<file path="src/rpc_frame_deframer_top_macros.svh">
// Assertion helpers for the deframer.
`ifndef RPC_FRAME_DEFRAMER_TOP_MACROS_SVH
`define RPC_FRAME_DEFRAMER_TOP_MACROS_SVH

// Same-cycle implication, sampled on clk, off during reset.
`define RFD_ASSERT_NOW(lbl, ante, cons, msg) \
	lbl: assert property (@(posedge clk) disable iff (!arst_n) (ante) |-> (cons)) \
		else $error(msg);

// Next-cycle implication, sampled on clk, off during reset.
`define RFD_ASSERT_NEXT(lbl, ante, cons, msg) \
	lbl: assert property (@(posedge clk) disable iff (!arst_n) (ante) |=> (cons)) \
		else $error(msg);

`endif

</file>
<file path="src/rfd_pkg.sv">
`default_nettype none

package rfd_pkg;

	// queue geometry shared by the front and result queues
	localparam int QUEUE_AW    = 2;
	localparam int QUEUE_DEPTH = 1 << QUEUE_AW;

	// start mark + length + three prefixes + error code + end mark
	localparam logic [31:0] FIXED_BYTES = 32'd22;

	// field tags
	localparam logic [2:0] TAG_SKIP    = 3'd0;
	localparam logic [2:0] TAG_LEN     = 3'd1;
	localparam logic [2:0] TAG_MSG_ID  = 3'd2;
	localparam logic [2:0] TAG_METHOD  = 3'd3;
	localparam logic [2:0] TAG_ERRCODE = 3'd4;
	localparam logic [2:0] TAG_ERRTEXT = 3'd5;
	localparam logic [2:0] TAG_PAYLOAD = 3'd6;
	localparam logic [2:0] TAG_END     = 3'd7;

	// frame status
	localparam logic [1:0] STAT_BUSY    = 2'd0;
	localparam logic [1:0] STAT_GOOD    = 2'd1;
	localparam logic [1:0] STAT_BAD_END = 2'd2;
	localparam logic [1:0] STAT_LEN_ERR = 2'd3;

	// configuration register indexes
	localparam logic [1:0] REG_START_BYTE = 2'd0;
	localparam logic [1:0] REG_END_BYTE   = 2'd1;
	localparam logic [1:0] REG_MAX_LEN    = 2'd2;

	// classified byte, front to parser
	typedef struct packed {
		logic [7:0] data;
		logic       is_start;
		logic       is_end;
	} item_t;

	// one result beat, parser to result queue
	typedef struct packed {
		logic [7:0] out_byte;
		logic [2:0] field_tag;
		logic       frame_last;
		logic [1:0] frame_status;
	} result_t;

endpackage

`default_nettype wire

</file>
<file path="src/rpc_frame_deframer_top.sv">
`default_nettype none

// Streaming deframer for length-prefixed RPC frames. Bytes go in through a
// queue-style port (push/full) and come back out, one result beat per byte,
// through a second queue-style port (empty/pop), each tagged with the frame
// field it belongs to; the byte that closes or aborts a frame carries
// frame_last and a status (good, bad end mark, length error). Throughput is
// one byte per clock unless the front queue is empty or the result queue is
// full; each byte is registered in the front queue and then in the result
// queue. Both sides hold four beats, so either side may stall for a while
// without stopping the other. The frame length is checked against
// FIXED_BYTES, max_frame_len and the counter width LEN_BITS, string lengths
// against the bytes left in the frame; after any error the block goes back
// to hunting for the start mark with the next byte. Configuration writes are
// always taken (cfg_ready is held high) and should only be issued while no
// bytes are in flight; an index past the last register is ignored.
module rpc_frame_deframer_top #(
	parameter int LEN_BITS = 32
) (
	input  wire logic        clk,
	input  wire logic        arst_n,
	// byte input
	input  wire logic        push,
	output logic             full,
	input  wire logic [7:0]  data_byte,
	// result output
	input  wire logic        pop,
	output logic             empty,
	output logic [7:0]       out_byte,
	output logic [2:0]       field_tag,
	output logic             frame_last,
	output logic [1:0]       frame_status,
	// configuration writes
	input  wire logic        cfg_valid,
	output logic             cfg_ready,
	input  wire logic [1:0]  cfg_index,
	input  wire logic [23:0] cfg_data
);

	`include "rpc_frame_deframer_top_macros.svh"

	logic [7:0]        start_byte_q;
	logic [7:0]        end_byte_q;
	logic [23:0]       max_len_q;

	logic              front_empty;
	logic              front_pop;
	rfd_pkg::item_t    front_item;

	logic              res_full;
	logic              res_push;
	rfd_pkg::result_t  res;
	logic [$bits(rfd_pkg::result_t)-1:0] head_vec;
	rfd_pkg::result_t  head;

	// config registers; each write is registered straight into its register
	assign cfg_ready = 1'b1;

	always_ff @(posedge clk or negedge arst_n) begin
		if (!arst_n) begin
			start_byte_q <= 8'd2;
			end_byte_q   <= 8'd3;
			max_len_q    <= 24'd65536;
		end else if (cfg_valid && cfg_ready) begin
			case (cfg_index)
				rfd_pkg::REG_START_BYTE: start_byte_q <= cfg_data[7:0];
				rfd_pkg::REG_END_BYTE:   end_byte_q   <= cfg_data[7:0];
				rfd_pkg::REG_MAX_LEN:    max_len_q    <= cfg_data;
				default: ;
			endcase
		end
	end

	// front: mark compare and input queue
	rfd_front u_front (
		.clk       (clk),
		.arst_n    (arst_n),
		.push      (push),
		.data_byte (data_byte),
		.full      (full),
		.start_byte(start_byte_q),
		.end_byte  (end_byte_q),
		.pop       (front_pop),
		.empty     (front_empty),
		.item      (front_item)
	);

	// back: frame layout walk
	rfd_parser #(
		.LEN_BITS(LEN_BITS)
	) u_parser (
		.clk          (clk),
		.arst_n       (arst_n),
		.in_empty     (front_empty),
		.item         (front_item),
		.in_pop       (front_pop),
		.out_full     (res_full),
		.res_push     (res_push),
		.res          (res),
		.max_frame_len(max_len_q)
	);

	// result queue
	rfd_fifo #(
		.WIDTH($bits(rfd_pkg::result_t))
	) u_res_queue (
		.clk    (clk),
		.arst_n (arst_n),
		.wr_en  (res_push),
		.wr_data(res),
		.full   (res_full),
		.rd_en  (pop),
		.rd_data(head_vec),
		.empty  (empty)
	);

	assign head         = rfd_pkg::result_t'(head_vec);
	assign out_byte     = head.out_byte;
	assign field_tag    = head.field_tag;
	assign frame_last   = head.frame_last;
	assign frame_status = head.frame_status;

	// a status only rides on a closing beat
	`RFD_ASSERT_NOW(a_status_on_last, res_push && !res.frame_last,
		res.frame_status == rfd_pkg::STAT_BUSY, "status set on a non-closing beat")
	// good or bad end mark verdicts only on the end-mark beat
	`RFD_ASSERT_NOW(a_end_verdict_tag,
		res_push && (res.frame_status == rfd_pkg::STAT_GOOD
		|| res.frame_status == rfd_pkg::STAT_BAD_END),
		res.field_tag == rfd_pkg::TAG_END, "end verdict off the end-mark beat")
	// skipped bytes never close a frame
	`RFD_ASSERT_NOW(a_skip_not_last, res_push && res.field_tag == rfd_pkg::TAG_SKIP,
		!res.frame_last, "skipped byte marked as frame end")
	// no result appears without a parser beat
	`RFD_ASSERT_NEXT(a_no_phantom, empty && !res_push, empty, "result beat out of nowhere")

endmodule

`default_nettype wire

</file>
<file path="src/rfd_fifo.sv">
`default_nettype none

module rfd_fifo #(
	parameter int WIDTH = 8
) (
	input  wire logic             clk,
	input  wire logic             arst_n,
	input  wire logic             wr_en,
	input  wire logic [WIDTH-1:0] wr_data,
	output logic                  full,
	input  wire logic             rd_en,
	output logic [WIDTH-1:0]      rd_data,
	output logic                  empty
);

	logic [WIDTH-1:0]             mem_q [rfd_pkg::QUEUE_DEPTH];
	logic [rfd_pkg::QUEUE_AW-1:0] wr_ptr_q;
	logic [rfd_pkg::QUEUE_AW-1:0] rd_ptr_q;
	logic [rfd_pkg::QUEUE_AW:0]   count_q;
	logic                         do_wr;
	logic                         do_rd;

	assign full    = (count_q == (rfd_pkg::QUEUE_AW+1)'(rfd_pkg::QUEUE_DEPTH));
	assign empty   = (count_q == '0);
	assign do_wr   = wr_en && !full;
	assign do_rd   = rd_en && !empty;
	assign rd_data = mem_q[rd_ptr_q];

	always_ff @(posedge clk) begin
		if (do_wr) begin
			mem_q[wr_ptr_q] <= wr_data;
		end
	end

	always_ff @(posedge clk or negedge arst_n) begin
		if (!arst_n) begin
			wr_ptr_q <= '0;
			rd_ptr_q <= '0;
			count_q  <= '0;
		end else begin
			if (do_wr) begin
				wr_ptr_q <= wr_ptr_q + 1'b1;
			end
			if (do_rd) begin
				rd_ptr_q <= rd_ptr_q + 1'b1;
			end
			if (do_wr && !do_rd) begin
				count_q <= count_q + 1'b1;
			end else if (do_rd && !do_wr) begin
				count_q <= count_q - 1'b1;
			end
		end
	end

endmodule

`default_nettype wire

</file>
<file path="src/rfd_front.sv">
`default_nettype none

// Front end: tags each received byte against the start and end marks
// and parks it in a short queue ahead of the parser.
module rfd_front (
	input  wire logic       clk,
	input  wire logic       arst_n,
	input  wire logic       push,
	input  wire logic [7:0] data_byte,
	output logic            full,
	input  wire logic [7:0] start_byte,
	input  wire logic [7:0] end_byte,
	input  wire logic       pop,
	output logic            empty,
	output rfd_pkg::item_t  item
);

	rfd_pkg::item_t                  in_item;
	logic [$bits(rfd_pkg::item_t)-1:0] head_vec;

	always_comb begin
		in_item.data     = data_byte;
		in_item.is_start = (data_byte == start_byte);
		in_item.is_end   = (data_byte == end_byte);
	end

	rfd_fifo #(
		.WIDTH($bits(rfd_pkg::item_t))
	) u_queue (
		.clk    (clk),
		.arst_n (arst_n),
		.wr_en  (push),
		.wr_data(in_item),
		.full   (full),
		.rd_en  (pop),
		.rd_data(head_vec),
		.empty  (empty)
	);

	assign item = rfd_pkg::item_t'(head_vec);

endmodule

`default_nettype wire

</file>
<file path="src/rfd_parser.sv">
`default_nettype none

// Back end: walks the frame layout one byte per beat.
module rfd_parser #(
	parameter int LEN_BITS = 32
) (
	input  wire logic            clk,
	input  wire logic            arst_n,
	input  wire logic            in_empty,
	input  wire rfd_pkg::item_t  item,
	output logic                 in_pop,
	input  wire logic            out_full,
	output logic                 res_push,
	output rfd_pkg::result_t     res,
	input  wire logic [23:0]     max_frame_len
);

	typedef enum logic [3:0] {
		PH_HUNT,
		PH_FLEN,
		PH_IDLEN,
		PH_ID,
		PH_METHLEN,
		PH_METH,
		PH_ERRCODE,
		PH_ERRLEN,
		PH_ERRTXT,
		PH_PAYLOAD,
		PH_END
	} phase_t;

	phase_t              phase_q, phase_d;
	logic [LEN_BITS-1:0] left_q, left_d;   // bytes left in current field
	logic [LEN_BITS-1:0] free_q, free_d;   // frame bytes not yet claimed
	logic [23:0]         acc_q, acc_d;     // earlier bytes of a length field
	logic                fire;
	logic                cnt_last;
	logic [31:0]         len32;
	logic [LEN_BITS-1:0] len_n;
	logic [LEN_BITS-1:0] rem;
	logic                flen_bad;
	logic                str_bad;

	assign fire     = !in_empty && !out_full;
	assign in_pop   = fire;
	assign res_push = fire;

	assign cnt_last = (left_q == LEN_BITS'(1));
	assign len32    = {acc_q, item.data};
	assign len_n    = len32[LEN_BITS-1:0];
	assign rem      = free_q - len_n;
	assign flen_bad = (len32 < rfd_pkg::FIXED_BYTES) || (len32 > 32'(max_frame_len))
		|| ((len32 >> LEN_BITS) != 32'd0);
	assign str_bad  = (len32 > 32'(free_q));

	always_comb begin
		phase_d          = phase_q;
		left_d           = left_q - 1'b1;
		free_d           = free_q;
		acc_d            = acc_q;
		res.out_byte     = item.data;
		res.field_tag    = rfd_pkg::TAG_SKIP;
		res.frame_last   = 1'b0;
		res.frame_status = rfd_pkg::STAT_BUSY;
		unique case (phase_q)
			PH_HUNT: begin
				left_d = left_q;
				if (item.is_start) begin
					res.field_tag = rfd_pkg::TAG_LEN;
					phase_d       = PH_FLEN;
					left_d        = LEN_BITS'(4);
				end
			end
			PH_FLEN, PH_IDLEN, PH_METHLEN, PH_ERRLEN: begin
				res.field_tag = rfd_pkg::TAG_LEN;
				acc_d         = {acc_q[15:0], item.data};
				if (cnt_last) begin
					left_d = LEN_BITS'(4);
					if ((phase_q == PH_FLEN) ? flen_bad : str_bad) begin
						res.frame_last   = 1'b1;
						res.frame_status = rfd_pkg::STAT_LEN_ERR;
						phase_d          = PH_HUNT;
						left_d           = '0;
					end else if (phase_q == PH_FLEN) begin
						free_d  = len_n - LEN_BITS'(rfd_pkg::FIXED_BYTES);
						phase_d = PH_IDLEN;
					end else if (phase_q == PH_IDLEN) begin
						free_d = rem;
						if (len_n == '0) begin
							phase_d = PH_METHLEN;
						end else begin
							phase_d = PH_ID;
							left_d  = len_n;
						end
					end else if (phase_q == PH_METHLEN) begin
						free_d = rem;
						if (len_n == '0) begin
							phase_d = PH_ERRCODE;
						end else begin
							phase_d = PH_METH;
							left_d  = len_n;
						end
					end else begin
						free_d = rem;
						if (len_n != '0) begin
							phase_d = PH_ERRTXT;
							left_d  = len_n;
						end else if (rem == '0) begin
							phase_d = PH_END;
						end else begin
							phase_d = PH_PAYLOAD;
							left_d  = rem;
						end
					end
				end
			end
			PH_ID: begin
				res.field_tag = rfd_pkg::TAG_MSG_ID;
				if (cnt_last) begin
					phase_d = PH_METHLEN;
					left_d  = LEN_BITS'(4);
				end
			end
			PH_METH: begin
				res.field_tag = rfd_pkg::TAG_METHOD;
				if (cnt_last) begin
					phase_d = PH_ERRCODE;
					left_d  = LEN_BITS'(4);
				end
			end
			PH_ERRCODE: begin
				res.field_tag = rfd_pkg::TAG_ERRCODE;
				if (cnt_last) begin
					phase_d = PH_ERRLEN;
					left_d  = LEN_BITS'(4);
				end
			end
			PH_ERRTXT: begin
				res.field_tag = rfd_pkg::TAG_ERRTEXT;
				if (cnt_last) begin
					if (free_q == '0) begin
						phase_d = PH_END;
					end else begin
						phase_d = PH_PAYLOAD;
						left_d  = free_q;
					end
				end
			end
			PH_PAYLOAD: begin
				res.field_tag = rfd_pkg::TAG_PAYLOAD;
				if (cnt_last) begin
					phase_d = PH_END;
				end
			end
			PH_END: begin
				res.field_tag    = rfd_pkg::TAG_END;
				res.frame_last   = 1'b1;
				res.frame_status = item.is_end ? rfd_pkg::STAT_GOOD : rfd_pkg::STAT_BAD_END;
				phase_d          = PH_HUNT;
				left_d           = '0;
			end
			default: begin
				phase_d = PH_HUNT;
				left_d  = '0;
			end
		endcase
	end

	always_ff @(posedge clk or negedge arst_n) begin
		if (!arst_n) begin
			phase_q <= PH_HUNT;
			left_q  <= '0;
			free_q  <= '0;
			acc_q   <= '0;
		end else if (fire) begin
			phase_q <= phase_d;
			left_q  <= left_d;
			free_q  <= free_d;
			acc_q   <= acc_d;
		end
	end

endmodule

`default_nettype wire
</file>
<file path="config.mk">
export PLATFORM = sky130hd
export DESIGN_NAME = rpc_frame_deframer_top
export DESIGN_NICKNAME = d
export VERILOG_FILES = /design/src/rfd_pkg.sv /design/src/rpc_frame_deframer_top.sv /design/src/rfd_fifo.sv /design/src/rfd_front.sv /design/src/rfd_parser.sv
export VERILOG_INCLUDE_DIRS = /design/src /design/src/src
export SDC_FILE = /design/constraint.sdc
export NUM_CORES = 1
export LEC_CHECK = 0
export ABC_AREA = 0
export BUFFER_PORTS_ARGS = -buffer_cell sky130_fd_sc_hd__buf_2
export CAP_MARGIN = 10
export CORE_AREA = 2 2 167 169
export CTS_CLUSTER_DIAMETER = 40
export CTS_CLUSTER_SIZE = 14
export DETAILED_ROUTE_END_ITERATION = 8
export DIE_AREA = 0 0 169 171
export GPL_TIMING_DRIVEN = 0
export PLACE_DENSITY = 0.79
export SYNTH_ARGS = -nofsm -noshare
export SYNTH_HDL_FRONTEND = slang
export SYNTH_SLANG_ARGS = --single-unit
</file>
<file path="constraint.sdc">
create_clock -name clk -period 4.7 [get_ports clk]
set_input_delay 1.175 -clock clk [delete_from_list [all_inputs] [get_ports clk]]
set_output_delay 1.175 -clock clk [all_outputs]
set_load 0.02 [all_outputs]
</file>
== Word-level counts from Yosys, hierarchy flattened ==
Memory sizes are Yosys's and may differ from the RTL's.
Cells that the tools add are included.
Storage, ports and cells
  output and inout bits: 17
  RAM bits: 96
  word-level logic and storage cells: 137
  flip-flop bits (word level): 146
  memories: 2
Memories
  u_res_queue.mem_q: words 4, width 14, read ports 1, clocked after Yosys merged registers in 0, write ports 1, RTL line rfd_fifo.sv:16  | logic [WIDTH-1:0] mem_q [rfd_pkg::QUEUE_DEPTH];
  u_front.u_queue.mem_q: words 4, width 10, read ports 1, clocked after Yosys merged registers in 0, write ports 1, RTL line rfd_fifo.sv:16
Operators by class
  bitwise gates (word level): 1
  order comparisons: 3
  mux-type cells: 46
  add/subtract/negate cells: 11
  reductions and logical operators: 37
  equality and inequality tests: 24
Operators with widths (number)
  $mux W32: 13
  $pmux W32 S5: 1
  $logic_not A32 Y1: 3
  $mux W4: 11
  $eq A32 B1 Y1 const B: 1
  $gt A32 B24 Y1: 1
  $gt A32 B32 Y1: 1
  $lt A32 B5 Y1 const B: 1
  $reduce_bool A32 Y1: 1
  $sub A32 B1 Y32 const B: 1
  $sub A32 B32 Y32: 1
  $sub A32 B5 Y32 const B: 1
  $pmux W4 S7: 1
  $pmux W3 S8: 1
  $mux W3: 7
  $eq A4 B3 Y1 const B: 4
  $eq A8 B8 Y1: 2
  $eq A4 B4 Y1 const B: 3
  $ne A2 B1 Y1 const B: 6
  $mux W2: 5
  $reduce_and A2 Y1: 5
  $logic_and A1 B1 Y1: 9
  $add A2 B1 Y2 const B: 4
  $eq A4 B2 Y1 const B: 2
  20 further kinds: 37

== Logic depth before layout (Yosys ltp) ==
Gate-level depths: netlist of run 1.
An unclocked memory read counts as a cell.
  depth in word-level cells: 11
  mapped depth: 16

== Hierarchy ==
A second synthesis of run 1 with hierarchy kept.
Second synthesis, totals
  cells, all modules: 1579
  area total of the unflattened synthesis: 15513.6 sq um
Modules (own cells, without submodules)
  rfd_parser: sequential area each 2302.2 sq um, area each 9481.6 sq um, cells each 1273, times used 1
  rfd_fifo at u_res_queue: sequential area each 1856.8 sq um, area each 2462.4 sq um, cells each 109, times used 1
  rfd_fifo at u_front.u_queue: sequential area each 1376.3 sq um, area each 1864.3 sq um, cells each 88, times used 1
  rpc_frame_deframer_top: sequential area each 1006.0 sq um, area each 1532.7 sq um, cells each 87, times used 1
  rfd_front: sequential area each 0.0 sq um, area each 172.7 sq um, cells each 22, times used 1

== Least setup slack after synthesis of run 1 ==
OpenSTA, ideal clock, no wires.
  path kind: reg2reg
  start point: register u_front.u_queue.rd_ptr_q[0] in the netlist's numbering
  end point: register u_parser.free_q[28]
  path slack: 0.272 ns
  setup time: 0.125 ns
  arrival time: 4.304 ns
  cell stages (with the launch flop): 15
  data required time: 4.575 ns
  period minus slack after synthesis: 4.428 ns
  path through: dfrtp_1 > buf_6 > mux4_1 > ha_1 > fa_1 > nand3b_1 > a211oi_1 > nor3_2 > o21ai_2 > o31ai_1 > o22ai_1 > and2b_2 > nor2_4 > buf_6 > mux2_2
RTL lines
  from (decl): RTL line rfd_fifo.sv:18  | logic [rfd_pkg::QUEUE_AW-1:0] rd_ptr_q;
  from (signal assigned): RTL line rfd_fifo.sv:45  | rd_ptr_q <= rd_ptr_q + 1'b1;
  to (signal assigned): RTL line rfd_parser.sv:178  | free_q <= free_d;
  to (decl): RTL line rfd_parser.sv:34  | logic [LEN_BITS-1:0] free_q, free_d;

==> results.sh, run 1 <==
export IMPL_status="finished clean"
export IMPL_drive_above_1_share_pct=20.2
export IMPL_place_hpwl_um=32100
export IMPL_critPathRequiredTime_ns=5.15
export IMPL_hp_class="flop to flop"
export IMPL_cts_max_level=2
export IMPL_cts_clk_slew_worst_paths_ns=0.06
export IMPL_top_usage_layer="met2"
export IMPL_core_area_mm2=0.0273
export IMPL_grt_overflow=0
export IMPL_crit_arrival_ns=5.07
export IMPL_rr_startpoint="u_front.u_queue.rd_ptr_q[0]$_DFFE_PN0P_"
export IMPL_drt_iter0_drc=1217
export IMPL_vdd_ir_drop_max_mv=0.449
export IMPL_antenna_left=0
export IMPL_yosysUniqueCellTypes=97
export IMPL_drc=0
export IMPL_finish_utilization_pct=64.4
export IMPL_yosysMostFrequentCell="dfrtp_1"
export IMPL_rows=61
export IMPL_antenna_found_initial=0
export IMPL_async_reset_ff_share_pct=60.3
export IMPL_worst_pin_slew_ns=1.27
export IMPL_ctsRootBufferMaster="clkbuf_16"
export IMPL_post_drt_wl_per_cell_um=22.6
export IMPL_synth_largest_area_cell="dfrtp_1"
export IMPL_holdCritStartpoint="u_parser.left_q[23]$_DFFE_PN0P_"
export IMPL_synth_edff_count=96
export IMPL_netlist_area_mm2=0.0152
export IMPL_yosysTopAreaCellShare_pct=23.3
export IMPL_clkLatencyLatePin_ns=0.54
export IMPL_holdPathEnd="u_parser.left_q[23]$_DFFE_PN0P_"
export IMPL_p_leak_nw=7.35
export IMPL_finalClockSkew_ns=0.0295
export IMPL_powerDensity_mw_per_mm2=674
export IMPL_end_kind="flop"
export IMPL_grt_first_pass_wirelength_um=69000
export IMPL_num_antenna_cells=0
export IMPL_start_kind="flop"
export IMPL_areaGrowthSynthToFinish_pct=15.6
export IMPL_die_area_mm2=0.0289
export IMPL_cts_buffer_depth=3
export IMPL_numClockSinks=242
export IMPL_fillers=2136
export IMPL_drt_wl_total_um=44500
export IMPL_syn_inst=1480
export IMPL_met2_usage_pct=49.1
export IMPL_netlist_top_cells_area="dfrtp_1 23%, edfxtp_1 19%, ha_1 5.8%"
export IMPL_cts_inserted_buffers=36
export IMPL_start_util_pct=55.7
export IMPL_rrSetupSlack_ns=0.08
export IMPL_maxSlewHeadroom_pct=15.0
export IMPL_synth_seq_cells=242
export IMPL_avgViaCountPerCell=6.45
export IMPL_nNetsFinal=1712
export IMPL_cts_tree="yes"
export IMPL_cap_viol_max_count=0
export IMPL_path_class="flop to flop"
export IMPL_dr_pass1_iters=7
export IMPL_vias=12700
export IMPL_max_freq_mhz=217
export IMPL_chipHeight_um=171
export IMPL_tns_ns=0
export IMPL_grt_pass1_vias=12500
export IMPL_io_buffers=54
export IMPL_r2r_end="u_parser.left_q[2]$_DFFE_PN0P_"
export IMPL_fin_crit_sh_pct=98.3
export IMPL_post_dp_cell_area_mm2=0.0160
export IMPL_grt_total_usage_pct=30.9
export IMPL_setup_viol=0
export IMPL_met3_usage_pct=5.41
export IMPL_critical_path_max_fanout=10
export IMPL_post_route_cell_area_mm2=0.0176
export IMPL_ff2ff_path_depth=17
export IMPL_yosys_warnings=0
export IMPL_grtUsageMet1_pct=42.1
export IMPL_period_needed_ns=4.62
export IMPL_syn_nets=1593
export IMPL_die_w_um=169
export IMPL_hold_depth=1
export IMPL_ys_flop_type="dfrtp_1"
export IMPL_grt_start_max_net_pins=94
export IMPL_slew_viol_final=0
export IMPL_hold_viol=0
export IMPL_place_gp_congestion=0.971
export IMPL_synth_seq_area_share_pct=42.9
export IMPL_ios=56
export IMPL_synth_common_cells="142 x dfrtp_1, 139 x nand2_1, 120 x o21ai_0"
export IMPL_avgSynthCellArea_um2=10.3
==> layout by cell type (no fill, tap or decap), drive strengths merged, types with 8 or more instances in the layout <==
cell type  instances
ha                71
nand2            140
or3               20
nor3              37
o22ai              9
nor2              72
a22oi             17
o21ai            136
xor2              25
o31ai             20
nand4             30
a21oi             87
or4                9
edfxtp            96
nand3             36
o211ai             8
and2              17
clkinv            15
o21a               9
clkbuf            85
nor4              21
mux2              74
a211oi            11
xnor2             71
dfrtp            142
a22o              10
buf              110
a21o              23
inv               80
mux4              24
==> report_power, final <==
group | internal (mW) | switching, mW | leakage [nW]
Combinational | 2.09 | 3.51 | 4.02
Sequential | 2.94 | 0.526 | 2.73
Clock | 1.74 | 1.05 | 0.611
==> cells by family (layout without fill, tap and decap cells) <==
group	after synthesis	in the layout	share of synthesized area (%)
simple gates	431	431	14.8
compound gates	384	384	16.0
flops	242	242	42.9
buf+inv	150	297	4.39
mux	102	102	10.0
xor+xnor	96	96	5.52
fa+ha+maj	74	74	6.23
other cells	1	1	0.0246
==> worst max-delay path by stage <==
stage                                      endpoint  slack [ns]                                     from  cells past startpoint
floorplan           u_parser.free_q[28]$_DFFE_PN0P_        0.27  u_front.u_queue.rd_ptr_q[0]$_DFFE_PN0P_                     14
global route         u_parser.left_q[2]$_DFFE_PN0P_       -0.03  u_front.u_queue.rd_ptr_q[0]$_DFFE_PN0P_                     17
global placement     u_parser.left_q[4]$_DFFE_PN0P_       -1.27  u_front.u_queue.rd_ptr_q[0]$_DFFE_PN0P_                     15
detailed placement   u_parser.left_q[4]$_DFFE_PN0P_       -1.30  u_front.u_queue.rd_ptr_q[0]$_DFFE_PN0P_                     15
finish               u_parser.left_q[2]$_DFFE_PN0P_        0.08  u_front.u_queue.rd_ptr_q[0]$_DFFE_PN0P_                     17
CTS                  u_parser.left_q[2]$_DFFE_PN0P_        0.05  u_front.u_queue.rd_ptr_q[0]$_DFFE_PN0P_                     16
==> what timing repair did <==
action / in CTS / in global routing
buffers inserted: 11 / 15
endpoints found under the setup margin: 80 / 51
hold buffers: 0 / 0
gates resized for setup: 24 / 17
pin swaps: 8 / 12
==> through the flow <==
stage	hold WS [ns]	cells	setup WS, ns	power, mW
after CTS	0.498	1958	0.0503	11.6
after floorplan	0.443	1480	0.272	7.05
after global placement	0.469	1880	-1.27	8.47
after global routing	0.509	1973	-0.0259	12.5
final	0.500	1973	0.0816	11.9
after detailed placement	0.481	1881	-1.30	8.65
==> critical path, stage by stage (launching register included) <==
cell,delay (ns)
dfrtp_1,0.40
buf_8,0.18
mux4_2,0.56
ha_1,0.27
fa_2,0.38
nand3b_1,0.18
buf_4,0.18
buf_4,0.14
a21oi_1,0.18
a211oi_1,0.09
a2111oi_2,0.36
nand4b_1,0.18
nor4b_2,0.35
nand4_1,0.20
nor4_4,0.27
buf_4,0.18
o221ai_1,0.19
a41oi_1,0.24
==> final cells by class <==
type	instances	area, um2	area share [%]
Buffer	72	382	2.17
Clock buffer	42	933	5.30
Clock inverter	24	330	1.88
Inverter	78	293	1.66
Multi-Input combinational cell	1088	8200	46.5
Sequential cell	242	6540	37.2
Tap cell	346	433	2.46
Timing Repair Buffer	81	499	2.84
==> registers in the layout (all words and copies together), names as in the netlist <==
signal and flops:
u_res_queue.mem_q 56, u_front.u_queue.mem_q 40, u_parser.free_q 32, u_parser.left_q 32, max_len_q 24, u_parser.acc_q 24
end_byte_q 8, start_byte_q 8, u_parser.phase_q 4, u_front.u_queue.count_q 3, u_res_queue.count_q 3, u_front.u_queue.rd_ptr_q 2
u_front.u_queue.wr_ptr_q 2, u_res_queue.rd_ptr_q 2, u_res_queue.wr_ptr_q 2
==> layer usage <==
metal / part of all wire [%] / wire (um) / up-vias
met5: 0 / 0 / -
met4: 3.7 / 1650 / 0
met3: 8.8 / 3920 / 129
met2: 46 / 20600 / 648
met1: 41 / 18400 / 6219
li1: - / - / 5738
Power figures use the tool's default switching activity.
==> inputs of run 2 (changes only) <==
- CELL_PAD_IN_SITES_DETAIL_PLACEMENT: not set -> 1
- CELL_PAD_IN_SITES_GLOBAL_PLACEMENT: not set -> 1
- CORE_AREA: 2 2 167 169 -> 2 2 187 189
- CTS_CLUSTER_SIZE: 14 -> not set
- DIE_AREA: 0 0 169 171 -> 0 0 189 191
==> results.sh, run 2 (same netlist as run 1, synthesis figures left out) <==
export IMPL_status="finished, violations left"
export IMPL_violations="negative setup slack"
export IMPL_drt_wl_total_um=53500
export IMPL_grt_overflow=0
export IMPL_hp_class="flop to flop"
export IMPL_cts_tree="yes"
export IMPL_numClockSinks=242
export IMPL_crit_arrival_ns=5.30
export IMPL_reg_largest_list="u_res_queue.mem_q x56, u_front.u_queue.mem_q x40"
export IMPL_vdd_ir_drop_max_mv=0.360
export IMPL_cap_viol_max_count=0
export IMPL_largest_reg_flops=56
export IMPL_finalClockSkew_ns=0.0290
export IMPL_grt_pass1_vias=13800
export IMPL_antenna_found_initial=0
export IMPL_cts_clk_slew_worst_paths_ns=0.06
export IMPL_start_kind="flop"
export IMPL_powerDensity_mw_per_mm2=703
export IMPL_cts_max_level=2
export IMPL_worst_pin_slew_ns=1.20
export IMPL_path_class="flop to flop"
export IMPL_critical_path_max_fanout=6
export IMPL_tns_ns=-0.283
export IMPL_cts_inserted_buffers=42
export IMPL_areaGrowthSynthToFinish_pct=18.3
export IMPL_mostFrequentLayoutCells="141 x dfrtp_1, 139 x nand2_1, 118 x o21ai_0, 96 x edfxtp_1, 81 x a21oi_1"
export IMPL_antenna_left=0
export IMPL_die_w_um=189
export IMPL_io_buffers=54
export IMPL_power_total_mw=12.7
export IMPL_end_kind="flop"
export IMPL_drive_above_1_share_pct=21.1
export IMPL_place_hpwl_um=37600
export IMPL_top_register="u_res_queue.mem_q"
export IMPL_grt_first_pass_wirelength_um=81000
export IMPL_ios=56
export IMPL_p_leak_nw=7.49
export IMPL_ctsRootBufferMaster="clkbuf_16"
export IMPL_core_area_mm2=0.0341
export IMPL_critPathRequiredTime_ns=5.16
export IMPL_maxSlewHeadroom_pct=19.3
export IMPL_grt_start_max_net_pins=76
export IMPL_period_needed_ns=4.84
export IMPL_fin_crit_sh_pct=103
export IMPL_avgViaCountPerCell=6.27
export IMPL_num_antenna_cells=0
export IMPL_layout_commonest_cell="dfrtp_1"
export IMPL_rsz0062_at_grt="true"
export IMPL_nNetsFinal=1722
export IMPL_ctsHoldBuffers=0
export IMPL_setup_viol=3
export IMPL_vias=13100
export IMPL_hold_ws_ns=0.492
export IMPL_place_gp_congestion=0.929
export IMPL_dp_slack_ns=-1.70
export IMPL_drt_iter0_drc=1152
export IMPL_rows=68
export IMPL_slew_viol_final=0
export IMPL_post_drt_wl_per_cell_um=25.5
export IMPL_drc=0
export IMPL_grt_total_usage_pct=29.3
export IMPL_hold_viol=0
export IMPL_dr_pass1_iters=5
export IMPL_die_area_mm2=0.0361
export IMPL_worst_slack_ns=-0.138
export IMPL_cts_buffer_depth=3
export IMPL_finish_utilization_pct=52.8
export IMPL_start_util_pct=44.6
export IMPL_chipHeight_um=191
export IMPL_max_freq_mhz=207
export IMPL_clkLatencyLatePin_ns=0.55
[run 2: changes by cell type in the layout (fill, tap and decap cells not counted), sizes merged]
cell and change:
clkbuf +12, buf +3, clkinv -3, inv +2, bufinv +1, clkinvlp +1
[run 2: per-stage QoR]
| stage | cell area [um2] | std cells |
|---|---|---|
| floorplan | 15200 | 1480 |
| global placement | 16100 | 1989 |
| detailed placement | 16100 | 1990 |
| CTS | 17800 | 2083 |
| global route | 18000 | 2098 |
| finish | 18000 | 2098 |
[run 2: layout make-up]
| type | count | area (um2) |
|---|---|---|
| Multi-Input combinational cell | 1088 | 8220 |
| Sequential cell | 242 | 6540 |
| Clock buffer | 53 | 1140 |
| Fill cell | 3717 | 16100 |
| Timing Repair Buffer | 85 | 527 |
| Tap cell | 455 | 569 |
| Clock inverter | 25 | 335 |
| Buffer | 72 | 388 |
| Inverter | 78 | 293 |
[run 2: worst paths after layout]
path                       depth (start not counted)                                 endpoint  slack [ns]                                    start
setup / recovery                                  16           u_parser.left_q[2]$_DFFE_PN0P_       -0.14  u_front.u_queue.rd_ptr_q[0]$_DFFE_PN0P_
hold / removal                                     1          u_parser.left_q[23]$_DFFE_PN0P_        0.49          u_parser.left_q[23]$_DFFE_PN0P_
setup reg to reg                                  16           u_parser.left_q[2]$_DFFE_PN0P_       -0.14  u_front.u_queue.rd_ptr_q[0]$_DFFE_PN0P_
hold reg to reg                                    1          u_parser.left_q[23]$_DFFE_PN0P_        0.49          u_parser.left_q[23]$_DFFE_PN0P_
max in group asynchronous                          2          u_parser.left_q[30]$_DFFE_PN0P_        3.14                                   arst_n
min in group asynchronous                          1  u_front.u_queue.wr_ptr_q[0]$_DFFE_PN0P_        0.70                                   arst_n
[run 2: routing by layer]
metal  wire (um)  up-vias  GRT usage (%)
met5           0        -              0
li1            -     5752              -
met2       25900      609           49.2
met4        2220        0           12.6
met3        3610      171           4.81
met1       21800     6617           37.4
[run 2: power breakdown]
part | internal (mW) | leakage (nW) | switching [mW]
Sequential | 2.95 | 2.73 | 0.564
Clock | 2.08 | 0.714 | 1.14
Combinational | 2.15 | 4.05 | 3.80
[run 2: worst max-delay path, stage by stage, from the launching register on]
cell and delay [ns]:
dfrtp_2 0.43, buf_12 0.14, buf_4 0.12, mux4_2 0.56, inv_1 0.10, ha_1 0.27, nand3b_1 0.26, buf_4 0.19
a21oi_1 0.07, o41ai_1 0.58, xnor2_1 0.30, nand4b_1 0.31, nor4b_2 0.31, nand4_1 0.18, nor4_4 0.37, o221ai_1 0.28
a41oi_1 0.26
[run 2: repair_timing]
action / 4_1_cts / 5_1_grt
setup buffers: 15 / 13
setup endpoints to repair: 80 / 63
pin swaps: 7 / 10
resized for setup: 27 / 22
